`config.mk`:
```
export PLATFORM = sky130hd
export DESIGN_NAME = mfpt_ctrl
export DESIGN_NICKNAME = d
export VERILOG_FILES = /design/src/sv/mfpt_pkg.sv /design/src/sv/mfpt_ctrl.sv
export SDC_FILE = /design/constraint.sdc
export NUM_CORES = 1
export LEC_CHECK = 0
export BUFFER_PORTS_ARGS = -buffer_cell sky130_fd_sc_hd__buf_2
export CAP_MARGIN = 10
export CORE_MARGIN = 3
export CORE_UTILIZATION = 56
export CTS_CLUSTER_DIAMETER = 40
export DETAILED_ROUTE_END_ITERATION = 12
export GPL_TIMING_DRIVEN = 0
export PLACE_DENSITY = 0.83
export SETUP_SLACK_MARGIN = 0.15
export SYNTH_ARGS = -nofsm -noshare
export SYNTH_HDL_FRONTEND = slang
export SYNTH_SLANG_ARGS = --single-unit
```
`constraint.sdc`:
```
create_clock -name clk -period 3.41 [get_ports clk]
set_input_delay 0.5115 -clock clk [delete_from_list [all_inputs] [get_ports clk]]
set_output_delay 0.5115 -clock clk [all_outputs]
set_load 0.1 [all_outputs]
```
`src/sv/mfpt_pkg.sv`:
```
// ============================================================================
// mfpt_pkg
// Shared types, constants and fixed-point helpers of the milestone MFPT solver.
// ============================================================================
package mfpt_pkg;

  localparam int MAX_MS     = 64;
  localparam int ADDR_W     = 6;
  localparam int CNT_W      = 7;
  localparam int PROB_W     = 17;
  localparam int PROB_FRAC  = 16;
  localparam int TIME_W     = 32;
  localparam int TIME_FRAC  = 16;
  localparam int IFB        = 32;
  localparam int OUT_FRAC   = 24;
  localparam int DATA_W     = 64;
  localparam int STAT_W     = 3;
  localparam int CFG_IDX_W  = 1;
  localparam int CFG_DATA_W = 7;

  typedef logic signed [DATA_W-1:0] fix_t;

  localparam logic [PROB_W-1:0] PROB_ONE = PROB_W'(1) << PROB_FRAC;
  localparam fix_t FIX_ONE  = fix_t'(1) <<< IFB;
  localparam fix_t FIX_MONE = -FIX_ONE;
  localparam fix_t FIX_MAX  = {1'b0, {(DATA_W-1){1'b1}}};
  localparam fix_t FIX_MIN  = {1'b1, {(DATA_W-1){1'b0}}};

  typedef enum logic [CFG_IDX_W-1:0] {
    CFG_START   = 1'b0,
    CFG_TWO_WAY = 1'b1
  } cfg_reg_t;

  typedef enum logic [STAT_W-1:0] {
    ST_OK         = 3'd0,
    ST_FIRST_LEAK = 3'd1,
    ST_LAST_LEAK  = 3'd2,
    ST_ZERO_FLUX  = 3'd3,
    ST_BAD_START  = 3'd4,
    ST_OVERFLOW   = 3'd5
  } status_t;

  typedef enum logic [1:0] {
    PS_I   = 2'd0,
    PS_I1  = 2'd1,
    PS_IM1 = 2'd2
  } psel_t;

  typedef enum logic [2:0] {
    MS_NONE  = 3'd0,
    MS_FP_FM = 3'd1,
    MS_FM_PR = 3'd2,
    MS_FP_X  = 3'd3,
    MS_TM_X  = 3'd4
  } mul_sel_t;

  typedef enum logic [1:0] {
    DS_NONE = 2'd0,
    DS_M_PD = 2'd1,
    DS_PR_PD = 2'd2,
    DS_T_DG = 2'd3
  } div_sel_t;

  typedef enum logic [3:0] {
    LD_NONE = 4'd0,
    LD_FP   = 4'd1,
    LD_FM   = 4'd2,
    LD_D    = 4'd3,
    LD_R    = 4'd4,
    LD_X    = 4'd5,
    LD_ACC  = 4'd6,
    LD_T    = 4'd7,
    LD_INC  = 4'd8
  } ld_t;

  typedef struct packed {
    logic     store;
    logic     begin_solve;
    logic     init;
    logic     init_rev;
    psel_t    psel;
    ld_t      ld;
    mul_sel_t mul_sel;
    div_sel_t div_sel;
    logic     save_fwd;
    logic     save_rev;
    logic     publish;
  } cmd_t;

  typedef struct packed {
    logic code_ok;
    logic n_zero;
    logic n_one;
    logic i_zero;
    logic i_last;
    logic two_way;
    logic mul_done;
    logic div_done;
  } stat_t;

  function automatic logic [DATA_W-1:0] mag(input fix_t v);
    return v[DATA_W-1] ? DATA_W'(-v) : DATA_W'(v);
  endfunction

  function automatic fix_t from_mag(input logic [DATA_W-1:0] m, input logic neg);
    fix_t r;
    if (neg) begin
      r = m[DATA_W-1] ? FIX_MIN : -$signed(m);
    end else begin
      r = m[DATA_W-1] ? FIX_MAX : $signed(m);
    end
    return r;
  endfunction

  function automatic fix_t sat_sub(input fix_t a, input fix_t b);
    logic signed [DATA_W:0] d;
    fix_t r;
    d = {a[DATA_W-1], a} - {b[DATA_W-1], b};
    if (d[DATA_W] != d[DATA_W-1]) begin
      r = d[DATA_W] ? FIX_MIN : FIX_MAX;
    end else begin
      r = d[DATA_W-1:0];
    end
    return r;
  endfunction

  function automatic fix_t to_out(input fix_t v);
    return from_mag(mag(v) >> (IFB - OUT_FRAC), v[DATA_W-1]);
  endfunction

endpackage

```
`src/sv/mfpt_ctrl.sv`:
```
// ============================================================================
// mfpt_ctrl
// Controller: loads words, sequences checks, backward elimination and
// forward substitution for each chain, and hands off the result word.
// ============================================================================
module mfpt_ctrl (
  input  logic            clk,
  input  logic            rst,
  input  logic            in_valid,
  output logic            in_stall,
  input  logic            last_milestone,
  output logic            out_valid,
  input  logic            out_stall,
  input  mfpt_pkg::stat_t stat,
  output mfpt_pkg::cmd_t  cmd
);
  import mfpt_pkg::*;

  typedef enum logic [30:0] {
    S_IDLE   = 31'h00000001,
    S_CHECK  = 31'h00000002,
    S_INIT   = 31'h00000004,
    S_BK_RD  = 31'h00000008,
    S_BK_FP  = 31'h00000010,
    S_BK_FM  = 31'h00000020,
    S_BK_M1  = 31'h00000040,
    S_BK_M1W = 31'h00000080,
    S_BK_D1  = 31'h00000100,
    S_BK_D1W = 31'h00000200,
    S_BK_M2  = 31'h00000400,
    S_BK_M2W = 31'h00000800,
    S_BK_D2  = 31'h00001000,
    S_BK_D2W = 31'h00002000,
    S_BK_WR  = 31'h00004000,
    S_FW_X0  = 31'h00008000,
    S_FW_X0W = 31'h00010000,
    S_FW_LX  = 31'h00020000,
    S_FW_TM  = 31'h00040000,
    S_FW_TMW = 31'h00080000,
    S_FW_ACC = 31'h00100000,
    S_FW_INC = 31'h00200000,
    S_FW_RD  = 31'h00400000,
    S_FW_FP  = 31'h00800000,
    S_FW_M   = 31'h01000000,
    S_FW_MW  = 31'h02000000,
    S_FW_T   = 31'h04000000,
    S_FW_D   = 31'h08000000,
    S_FW_DW  = 31'h10000000,
    S_END    = 31'h20000000,
    S_PUB    = 31'h40000000
  } state_t;

  state_t state, state_next;
  logic   rev_pass, rev_pass_next;
  logic   out_valid_next;

  always_comb begin
    state_next    = state;
    rev_pass_next = rev_pass;
    cmd           = '0;
    in_stall      = 1'b1;
    unique case (state)
      S_IDLE: begin
        in_stall  = 1'b0;
        cmd.store = in_valid;
        if (in_valid && last_milestone) begin
          state_next = S_CHECK;
        end
      end
      S_CHECK: begin
        cmd.begin_solve = 1'b1;
        rev_pass_next   = 1'b0;
        state_next      = stat.code_ok ? S_INIT : S_PUB;
      end
      S_INIT: begin
        cmd.init     = 1'b1;
        cmd.init_rev = rev_pass;
        priority if (stat.n_zero) state_next = S_END;
        else if (stat.n_one)      state_next = S_FW_X0;
        else                      state_next = S_BK_RD;
      end
      S_BK_RD:  state_next = S_BK_FP;
      S_BK_FP: begin
        cmd.ld     = LD_FP;
        cmd.psel   = PS_I1;
        state_next = S_BK_FM;
      end
      S_BK_FM: begin
        cmd.ld     = LD_FM;
        state_next = S_BK_M1;
      end
      S_BK_M1: begin
        cmd.mul_sel = MS_FP_FM;
        state_next  = S_BK_M1W;
      end
      S_BK_M1W: if (stat.mul_done) state_next = S_BK_D1;
      S_BK_D1: begin
        cmd.div_sel = DS_M_PD;
        state_next  = S_BK_D1W;
      end
      S_BK_D1W: if (stat.div_done) state_next = S_BK_M2;
      S_BK_M2: begin
        cmd.ld      = LD_D;
        cmd.mul_sel = MS_FM_PR;
        state_next  = S_BK_M2W;
      end
      S_BK_M2W: if (stat.mul_done) state_next = S_BK_D2;
      S_BK_D2: begin
        cmd.div_sel = DS_M_PD;
        state_next  = S_BK_D2W;
      end
      S_BK_D2W: if (stat.div_done) state_next = S_BK_WR;
      S_BK_WR: begin
        cmd.ld     = LD_R;
        state_next = stat.i_zero ? S_FW_X0 : S_BK_RD;
      end
      S_FW_X0: begin
        cmd.div_sel = DS_PR_PD;
        state_next  = S_FW_X0W;
      end
      S_FW_X0W: if (stat.div_done) state_next = S_FW_LX;
      S_FW_LX: begin
        cmd.ld     = LD_X;
        state_next = S_FW_TM;
      end
      S_FW_TM: begin
        cmd.mul_sel = MS_TM_X;
        state_next  = S_FW_TMW;
      end
      S_FW_TMW: if (stat.mul_done) state_next = S_FW_ACC;
      S_FW_ACC: begin
        cmd.ld     = LD_ACC;
        state_next = stat.i_last ? S_END : S_FW_INC;
      end
      S_FW_INC: begin
        cmd.ld     = LD_INC;
        state_next = S_FW_RD;
      end
      S_FW_RD: begin
        cmd.psel   = PS_IM1;
        state_next = S_FW_FP;
      end
      S_FW_FP: begin
        cmd.ld     = LD_FP;
        state_next = S_FW_M;
      end
      S_FW_M: begin
        cmd.mul_sel = MS_FP_X;
        state_next  = S_FW_MW;
      end
      S_FW_MW: if (stat.mul_done) state_next = S_FW_T;
      S_FW_T: begin
        cmd.ld     = LD_T;
        state_next = S_FW_D;
      end
      S_FW_D: begin
        cmd.div_sel = DS_T_DG;
        state_next  = S_FW_DW;
      end
      S_FW_DW: if (stat.div_done) state_next = S_FW_LX;
      S_END: begin
        if (rev_pass) begin
          cmd.save_rev = 1'b1;
          state_next   = S_PUB;
        end else begin
          cmd.save_fwd = 1'b1;
          if (stat.two_way) begin
            rev_pass_next = 1'b1;
            state_next    = S_INIT;
          end else begin
            state_next = S_PUB;
          end
        end
      end
      S_PUB: begin
        // hold until the previous result word is taken
        if (!out_valid || !out_stall) begin
          cmd.publish = 1'b1;
          state_next  = S_IDLE;
        end
      end
      default: state_next = S_IDLE;
    endcase

    out_valid_next = out_valid;
    if (cmd.publish) begin
      out_valid_next = 1'b1;
    end else if (out_valid && !out_stall) begin
      out_valid_next = 1'b0;
    end
  end

  always_ff @(posedge clk) begin
    if (rst) begin
      state     <= S_IDLE;
      rev_pass  <= 1'b0;
      out_valid <= 1'b0;
    end else begin
      state     <= state_next;
      rev_pass  <= rev_pass_next;
      out_valid <= out_valid_next;
    end
  end

endmodule

```
After elaboration in Yosys (flattened, before gate mapping). Index checks and enable logic that the tools add are counted.

Reduce and logical (&&, ||, !) cells: 11. Equal/unequal tests: 40. Multiplexer cells: 35.

Operators by type and width (count): case mux 31 bit (30 select lines) (1); 2-to-1 mux 31 bit (13); 2-to-1 mux 16 bit (2); case mux 4 bit (8 select lines) (1); equality test 31 x 1 -> 1 bit, second input constant (1); equality test 31 x 10 -> 1 bit, second input constant (1); equality test 31 x 11 -> 1 bit, second input constant (1); equality test 31 x 12 -> 1 bit, second input constant (1); equality test 31 x 13 -> 1 bit, second input constant (1); equality test 31 x 14 -> 1 bit, second input constant (1); equality test 31 x 15 -> 1 bit, second input constant (1); equality test 31 x 16 -> 1 bit, second input constant (1); equality test 31 x 17 -> 1 bit, second input constant (1); equality test 31 x 18 -> 1 bit, second input constant (1); equality test 31 x 19 -> 1 bit, second input constant (1); equality test 31 x 2 -> 1 bit, second input constant (1); equality test 31 x 20 -> 1 bit, second input constant (1); equality test 31 x 21 -> 1 bit, second input constant (1); equality test 31 x 22 -> 1 bit, second input constant (1); equality test 31 x 23 -> 1 bit, second input constant (1); equality test 31 x 24 -> 1 bit, second input constant (1); equality test 31 x 25 -> 1 bit, second input constant (1); equality test 31 x 26 -> 1 bit, second input constant (1); equality test 31 x 27 -> 1 bit, second input constant (1); other kinds (26) (49).

Output and inout port bits: 20. Logic and storage cells: 89. Bits of input ports: 13. Register bits after elaboration: 33.

Logic depth before layout (Yosys ltp). Gate-level depths: netlist of run 1.

Depth after elaboration: 5. Depth in mapped cells: 9. Depth with buffers taken out: 6.

Worst setup path before layout of run 1. Ideal clock, no wire load.

Path kind: register -> output. Start point: reg state[16]. End point: out cmd[8] in the netlist's numbering. Data required time: 2.898 ns. Data arrival time: 5.246 ns. Cell stages (with the launch flop): 7. Buffers on the path: 1. Path slack: -2.347 ns. Cell sequence: dfxtp_1 -> buf_6 -> nor4_4 -> nand4_2 -> nor4_1 -> a2111oi_0 -> nand2_1.

RTL lines: start: declaration (RTL line mfpt_ctrl.sv:53) `state_t state, state_next;`; start signal: assignment (RTL line mfpt_ctrl.sv:199) `state <= state_next;`; end: declaration (RTL line mfpt_ctrl.sv:15) `output mfpt_pkg::cmd_t cmd`.

==> flow_metrics.tcl, run 1 <==
set metrics [dict create \
    cts_buffers 5 \
    grt_pass1_wl_mm 10.4 \
    synthesis.instances 257 \
    h-tree-depth 2 \
    setup_tns_ns 0 \
    area_growth_pct 28.6 \
    fill_cells 261 \
    routedWlPerCell_um 19.3 \
    diodes 0 \
    pre_cts_slack_ns -0.0301 \
    antenna_found_initial 0 \
    cts_tree "built" \
    netlist.area_leader.share_pct 31.7 \
    yosysMostFrequentCell "dfxtp_1" \
    die_w_um 67.0 \
    grt_pass1_vias 2097 \
    powerDensity_nw_per_um2 395 \
    setup_viol_count_final 0 \
    critical_path.max_stage_delay_ns 0.56 \
    hold_buffers 0 \
    p_leak_nw 1.12 \
    design_area_um2 2680 \
    port_buffers 32 \
    crit_type "reg2out" \
    status "finished, final reports clean" \
    startpoint_type "register" \
    drive_gt1_share_pct 28.6 \
    track_usage_pct 31.7 \
    cts.sinks 33 \
    netlist-cell-type-count 50 \
    place_hpwl_mm 4.65 \
    fmax_ghz 0.311 \
    drt_iter0_markers 256 \
    crit_chain "clkbuf_2 -> nor4_4 -> buf_4 -> nand4_1 -> buf_4 -> buf_6 -> or4_1 -> nand3_1 -> buf_12" \
    crit_path_start "state[25]$_SDFFE_PP0P_" \
    end_kind "output port" \
    fin_worst_skew_ns 0.00737 \
    num_rows 21 \
    r2r_slack_ns 0.49 \
    syn_area_um2 2090 \
    ys_async_sr_fraction_pct 0 \
    holdCritPathClass "in2reg" \
    globalplace.congestion 0.983 \
    ant_nets 0 \
    crit_family "simple AND/OR/NAND/NOR gates" \
    synth_edf_count 0 \
    nNetsFinal 320 \
    r2r-start "state[23]$_SDFFE_PP0P_" \
    slew_headroom_pct 51.2 \
    coreArea_um2 3470 \
    ctsRootBufferMaster "clkbuf_8" \
    path_max_fanout 10 \
    worstPathArrival_ns 2.70 \
    place_area_um2 2360 \
    post-route-min-period_ns 3.21 \
    multi_input_area_um2 1460 \
    syn-num-nets 270 \
    overflow 0 \
    hp-start "stat[3]" \
    grt_max_degree 11 \
    vias_per_cell 6.77 \
    yosysTopAreaCell "dfxtp_1" \
    final_hold_viol_count 0 \
    synth-main-ff-cell "dfxtp_1" \
    cap_violations 0 \
    yosys-top-cells-count "dfxtp_1 (33), nor2_1 (27), nor3_1 (21)" \
    synth_seq_cells 33 \
    synth_area_per_cell_um2 8.12 \
    clk_path_buf_depth 2 \
    start_util_pct 60.1 \
    cp.required_ns 2.90 \
    rsz0062_at_grt "yes" \
    io_pins 33 \
    die_h_um 67.0 \
    maxSlewViolCount 0 \
    tightest_slew_ns 0.729 \
    netlist_top_cells_area "dfxtp_1 (32%), nor3_1 (5.0%), nor2_1 (4.9%), nor4_1 (4.2%), nand2_1 (3.6%)" \
    dr.pass1.iters 5 \
    drc 0 \
    regArea_um2 661 \
    final.setup.worst_slack_ns 0.200 \
    clk_latency_ns 0.30 \
    path_buf_inv 5 \
    via_count 2397 \
    yosysWarnings 0 \
    power.total_mw 1.06 \
    seq_area_frac_synth_pct 31.7 \
    finalCritPeriodShare_pct 94.1 \
    finalWirelength_mm 6.82 \
    cts.reportedPaths.clkPinSlew_ns 0.07 \
    crit_path_frequent_cell "buf_4" \
    die-area_um2 4490 \
    crit_path_top_delay_cell "or4_1" \
    ir_drop_mv 0.326 \
]
## report_power, final
part / total [mW] / internal [mW] / switching (mW)
sequential: 0.408 / 0.392 / 0.0160
clock: 0.338 / 0.183 / 0.155
combinational: 0.313 / 0.0931 / 0.220
## metal layers
| metal | vias up | track usage, % | share of wire [%] | wire length, µm |
|---|---|---|---|---|
| met5 | - | 0 | 0 | 0 |
| met4 | 0 | 10.9 | 2.9 | 197 |
| met3 | 23 | 7.59 | 11 | 728 |
| met2 | 171 | 49.7 | 46 | 3150 |
| met1 | 1111 | 42.2 | 40 | 2740 |
| li1 | 1092 | - | - | - |
## placed cells by master, fill, tap and decap left out, types with 2 or more instances in the layout
cell type and count:
dfxtp_1 33, nor2_1 24, buf_2 22, nand2_1 20, nor3_1 18, buf_4 16, nand3_1 12, a21oi_1 12
nor4_1 11, nand4_1 9, or4_1 9, nor4_4 7, buf_6 7, or3_1 7, o41ai_1 7, clkbuf_8 7
clkbuf_1 6, nor4b_1 6, xor2_1 6, inv_1 6, nand3b_1 4, or2_2 3, nor3_2 3, nor4b_4 3
and2_1 3, nand2b_1 3, nand4b_1 3, clkbuf_2 2, and3_1 2, nor2_2 2, nor3b_1 2, nor4_2 2
xnor2_1 2, a32oi_1 2, o21ai_0 2, clkbuf_4 2
## timing repair
item,4_1_cts,5_1_grt
endpoints found under the setup margin,14,15
buffers inserted,3,8
resized for setup,17,19
pin swaps,3,6
## area by class of cell
| cell class | count | share of cell area, % |
|---|---|---|
| clock inverters | 1 | 0.187 |
| multi-input cells | 205 | 54.6 |
| flip-flops and latches | 33 | 24.6 |
| plain buffers | 13 | 2.94 |
| well taps | 46 | 2.15 |
| repair buffers | 43 | 11.1 |
| clock buffers | 7 | 3.59 |
| inverters | 6 | 0.840 |
## worst paths after layout
kind	end	cells after the start
worst max register to register	state[20]$_SDFFE_PP0P_	8
worst min-delay path	state[21]$_SDFFE_PP0P_	2
worst max-delay path	cmd[9]	9
worst min register to register	out_valid$_SDFFE_PP0P_	2
## registers in the layout, summed over array words and instances, names as in the netlist
signal	flops
out_valid	1
rev_pass	1
state	31
## cells by family after synthesis
family	share of synthesized area (%)
AO/OA/AOI/OAI	13.0
buffers and inverters	4.44
AND/OR/NAND/NOR	47.6
flip-flops	31.7
XOR/XNOR	3.36
## metrics by stage
step / hold WS, ns / utilization [%] / instances
after global routing: 0.403 / 77.3 / 354
final: 0.391 / 77.3 / 354
after global placement: 0.484 / 68.2 / 335
after floorplan: 0.481 / - / 257
after CTS: 0.387 / 74.0 / 346
after detailed placement: 0.495 / 68.2 / 335
Power figures use the tool's default switching activity.
==> inputs of run 2 (changes only) <==
Settings changed: CORE_MARGIN 3 to 4, REMOVE_ABC_BUFFERS set to 1.
==> run 2 against run 1 <==
  * Wire length is 9.4% lower
  * Design area is 7.5% lower
  * Hold slack better by 0.016 ns
  * Utilization is 5.8 points lower
  * Cell count is 3.7% lower
  * Global-route usage is 6.4 points lower
  * Clock skew is 0.0017 ns higher
  * Combinational power is 4% lower
  * Register-to-register slack worse by 0.16 ns
  * Via count is 3.9% lower
  * Worst setup slack better by 0.016 ns
  * Power is 6.8% lower
==> flow_metrics.tcl, run 2 (synthesized netlist as in run 1, its figures left out) <==
set metrics [dict create \
    status "finished, final reports clean" \
    rsz0062_at_grt "yes" \
    place_area_um2 2230 \
    tightest_slew_ns 0.893 \
    finalWirelength_mm 6.18 \
    ir_drop_mv 0.289 \
    powerDensity_nw_per_um2 398 \
    hold_ws_ns 0.407 \
    fill_cells 282 \
    drive_gt1_share_pct 23.7 \
    drc 0 \
    path_max_fanout 7 \
    num_rows 21 \
    design_area_um2 2480 \
    fin_worst_skew_ns 0.00910 \
    switching_power_uw 362 \
    die-area_um2 4770 \
    largest_register "state" \
    swShare_pct 36.7 \
    cts_buffers 5 \
    end_kind "output port" \
    finalCritPeriodShare_pct 93.7 \
    final_hold_viol_count 0 \
    cap_violations 0 \
    area_growth_pct 19.0 \
    slew_headroom_pct 40.5 \
    routedWlPerCell_um 18.1 \
    p_int_uw 625 \
    setup_viol_count_final 0 \
    cp.required_ns 2.90 \
    p_leak_nw 1.03 \
    p_comb_share_pct 30.3 \
    coreArea_um2 3470 \
    io_pins 33 \
    h-tree-depth 2 \
    largest_register_ffs 31 \
    track_usage_pct 25.3 \
    grt_pass1_vias 1986 \
    grt_max_degree 34 \
    port_buffers 32 \
    place_hpwl_mm 4.24 \
    startpoint_type "register" \
    worstPathArrival_ns 2.68 \
    post-route-min-period_ns 3.19 \
    via_count 2304 \
    p_clk_share_pct 28.4 \
    drt_iter0_markers 314 \
    cts.sinks 33 \
    power.total_uw 987 \
    antenna_found_initial 0 \
    die_h_um 69.0 \
    fmax_ghz 0.313 \
    vias_per_cell 6.76 \
    overflow 0 \
    cts_tree "built" \
    start_util_pct 60.1 \
    ant_nets 0 \
    nNetsFinal 307 \
    layout_commonest_cell "dfxtp_1" \
    postLayoutCoreUtil_pct 71.6 \
    clk_latency_ns 0.29 \
    grt_pass1_wl_mm 9.79 \
    holdCritPathClass "in2reg" \
    cts.reportedPaths.clkPinSlew_ns 0.07 \
    diodes 0 \
    reg.largest.list "state (31), out_valid (1), rev_pass (1)" \
    die_w_um 69.0 \
    crit_type "reg2out" \
    ctsRootBufferMaster "clkbuf_8" \
    maxSlewViolCount 0 \
    final_cell_mix "dfxtp_1 (33), nor2_1 (27), buf_2 (24)" \
    dr.pass1.iters 5 \
    globalplace.congestion 0.931 \
    clk_path_buf_depth 2 \
    p_seq_share_pct 41.3 \
]
run 2: final timing paths:
kind,startpoint,endpoint,slack [ns],cells after the start
max,state[4]$_SDFFE_PP0P_,cmd[10],0.22,7
min reg2reg,out_valid$_SDFFE_PP0P_,out_valid$_SDFFE_PP0P_,0.49,2
min,stat[3],state[21]$_SDFFE_PP0P_,0.41,2
max reg2reg,state[3]$_SDFFE_PP0P_,state[20]$_SDFFE_PP0P_,0.33,7
run 2: cell type report:
| class | instances | area [µm²] | share of cell area (%) |
|---|---|---|---|
| inverter | 6 | 22.5 | 0.907 |
| sequential | 33 | 661 | 26.6 |
| clock buffer | 8 | 80.1 | 3.23 |
| tap | 46 | 57.6 | 2.32 |
| multi-input combinational | 205 | 1390 | 56.0 |
| timing repair buffer | 43 | 270 | 10.9 |
run 2: metal layers:
metal / global-route usage [%] / vias up / wire (µm)
li1: - / 1070 / -
met1: 33.9 / 1075 / 2620
met2: 37.2 / 132 / 2750
met3: 5.96 / 27 / 574
met4: 13.4 / 0 / 230
met5: 0 / - / 0
run 2: power by group through the flow:
| stage | Clock (mW) | Sequential [mW] | Combinational (mW) |
|---|---|---|---|
| global placement | 0 | 0.414 | 0.254 |
| global route | 0.303 | 0.409 | 0.312 |
| finish | 0.281 | 0.408 | 0.299 |
| floorplan | 0 | 0.411 | 0.193 |
| CTS | 0.285 | 0.408 | 0.281 |
| detailed placement | 0 | 0.414 | 0.256 |
run 2: per-stage QoR:
| stage | setup TNS, ns | cells | setup slack (ns) |
|---|---|---|---|
| after floorplan | -12.46 | 244 | -2.31 |
| after global placement | -0.0254 | 322 | -0.0127 |
| after detailed placement | -0.113 | 322 | -0.0643 |
| after CTS | 0 | 336 | 0.157 |
| after global routing | 0 | 341 | 0.0795 |
| final | 0 | 341 | 0.216 |
run 2: worst max-delay path, stage by stage (launching register included):
cell and delay (ns):
dfxtp_1 0.39, nor4_2 0.43, nand4_1 0.23, nor3_1 0.38, and4b_1 0.33, nor2_1 0.11, nand2_1 0.09, buf_2 0.42
run 2: what timing repair did:
action	4_1_cts	5_1_grt
buffers inserted	6	5
setup endpoints to repair	22	16
pin swaps	3	4
resized for setup	8	11
hold buffers	0	0
==> inputs of run 3 (changes only) <==
Settings changed: PLACE_DENSITY 0.83 to not set, PLACE_DENSITY_LB_ADDON set to 0.08.
==> run 3 against run 2 <==
  * Clock-buffer cell count down 1
  * Sequential power about the same
  * Sequential cell count unchanged
  * Design area up 0.45%
  * Sequential share of layout area down 0.12 points
  * Critical endpoint is now cmd[16]
  * Largest cell class unchanged
  * Largest power group unchanged
  * Highest routed layer unchanged
==> flow_metrics.tcl, run 3 (synthesized netlist as in run 1, its figures left out) <==
set metrics [dict create \
    finalWirelength_mm 6.34 \
    track_usage_pct 26.0 \
    slew_headroom_pct 34.6 \
    largest_register_ffs 31 \
    cts.reportedPaths.clkPinSlew_ns 0.07 \
    rsz0062_at_grt "no" \
    fill_cells 296 \
    reg.largest.list "state (31), out_valid (1), rev_pass (1)" \
    hold_buffers 0 \
    antenna_found_initial 0 \
    holdCritPathClass "in2reg" \
    grt_pass1_vias 2009 \
    drc 0 \
    dr.pass1.iters 5 \
    postLayoutCoreUtil_pct 71.9 \
    powerDensity_nw_per_um2 436 \
    num_rows 21 \
    crit_type "reg2out" \
    setup_viol_count_final 0 \
    overflow 0 \
    end_kind "output port" \
    io_pins 33 \
    final_cell_mix "dfxtp_1 (33), nor2_1 (27), buf_2 (24)" \
    hp-start "stat[3]" \
    clk_path_buf_depth 2 \
    tightest_slew_ns 0.981 \
    globalplace.congestion 0.904 \
    start_util_pct 60.1 \
    drt_iter0_markers 201 \
    fin_worst_skew_ns 0.0111 \
    worstPathArrival_ns 2.63 \
    cts_buffers 5 \
    cap_violations 0 \
    coreArea_um2 3470 \
    largest_register "state" \
    grt_max_degree 34 \
    drive_gt1_share_pct 22.9 \
    cts.sinks 33 \
    startpoint_type "register" \
    area_growth_pct 19.6 \
    via_count 2305 \
    vias_per_cell 6.82 \
    nNetsFinal 304 \
    die_h_um 69.0 \
    post-route-min-period_ns 3.14 \
    maxSlewViolCount 0 \
    path_max_fanout 6 \
    r2r-start "state[28]$_SDFFE_PP0P_" \
    diodes 0 \
    ctsRootBufferMaster "clkbuf_8" \
    place_hpwl_mm 4.20 \
    clk_latency_ns 0.29 \
    final_hold_viol_count 0 \
    ir_drop_mv 0.257 \
    crit_path_start "state[23]$_SDFFE_PP0P_" \
    grt_pass1_wl_mm 10.1 \
    cp.required_ns 2.90 \
    ant_nets 0 \
    p_leak_nw 1.04 \
    routedWlPerCell_um 18.8 \
    fmax_ghz 0.318 \
    port_buffers 32 \
    status "finished, final reports clean" \
    finalCritPeriodShare_pct 92.1 \
    die-area_um2 4770 \
    die_w_um 69.0 \
    h-tree-depth 2 \
    layout_commonest_cell "dfxtp_1" \
    cts_tree "built" \
    hold_ws_ns 0.412 \
]
## run 3: changes by cell type in the layout (fill, tap and decap cells not counted), moves of 2 or more
cell      delta
nor4_2       -2
nor4_1       +2
clkbuf_1     -2
buf_4        -5
## run 3: repair_timing
item	in CTS	in global routing
cloned	0	0
gates resized for setup	8	10
endpoints found under the setup margin	22	15
pin swaps	2	3
setup buffers	3	5
## run 3: final cells by class
cell class	count	area, µm²	area share, %
multi-input cells	205	1390	55.5
flip-flops and latches	33	661	26.5
repair buffers	40	251	10.1
clock buffers	7	86.3	3.46
well taps	46	57.6	2.31
clock inverters	1	30.0	1.20
inverters	6	22.5	0.903
## run 3: critical path, cell delays in order (launching register included)
cell     delay (ns)
dfxtp_1        0.39
nor4_4         0.42
nand4_2        0.24
or4_4          0.54
nor4b_2        0.46
buf_6          0.30
## run 3: path summary, 6_finish.rpt
check | to | slack (ns) | cells after the start
setup / recovery | cmd[16] | 0.27 | 5
hold reg to reg | out_valid$_SDFFE_PP0P_ | 0.51 | 2
setup reg to reg | state[20]$_SDFFE_PP0P_ | 0.27 | 6
hold / removal | state[21]$_SDFFE_PP0P_ | 0.41 | 2
## run 3: stage by stage
| step | instance area, µm² | total power, mW | std cells | worst slack (ns) | setup TNS, ns |
|---|---|---|---|---|---|
| final | 2490 | 1.09 | 338 | 0.268 | 0 |
| after detailed placement | 2230 | 0.671 | 322 | -0.0215 | -0.0339 |
| after global placement | 2230 | 0.670 | 322 | -0.0132 | -0.0336 |
| after global routing | 2490 | 1.13 | 338 | 0.163 | 0 |
| after CTS | 2420 | 1.07 | 333 | 0.150 | 0 |
| after floorplan | 2020 | 0.605 | 244 | -2.31 | -12.46 |
## run 3: layer usage
| metal | part of all wire [%] | track usage, % |
|---|---|---|
| met3 | 11 | 8.43 |
| met5 | 0 | 0 |
| met4 | 1.8 | 8.24 |
| met1 | 41 | 33.7 |
| met2 | 47 | 40.8 |
## run 3: power breakdown
part / internal [mW] / total [mW] / switching, mW
registers: 0.392 / 0.407 / 0.0148
clock network: 0.238 / 0.395 / 0.157
logic: 0.0740 / 0.285 / 0.211
total: 0.705 / 1.09 / 0.382
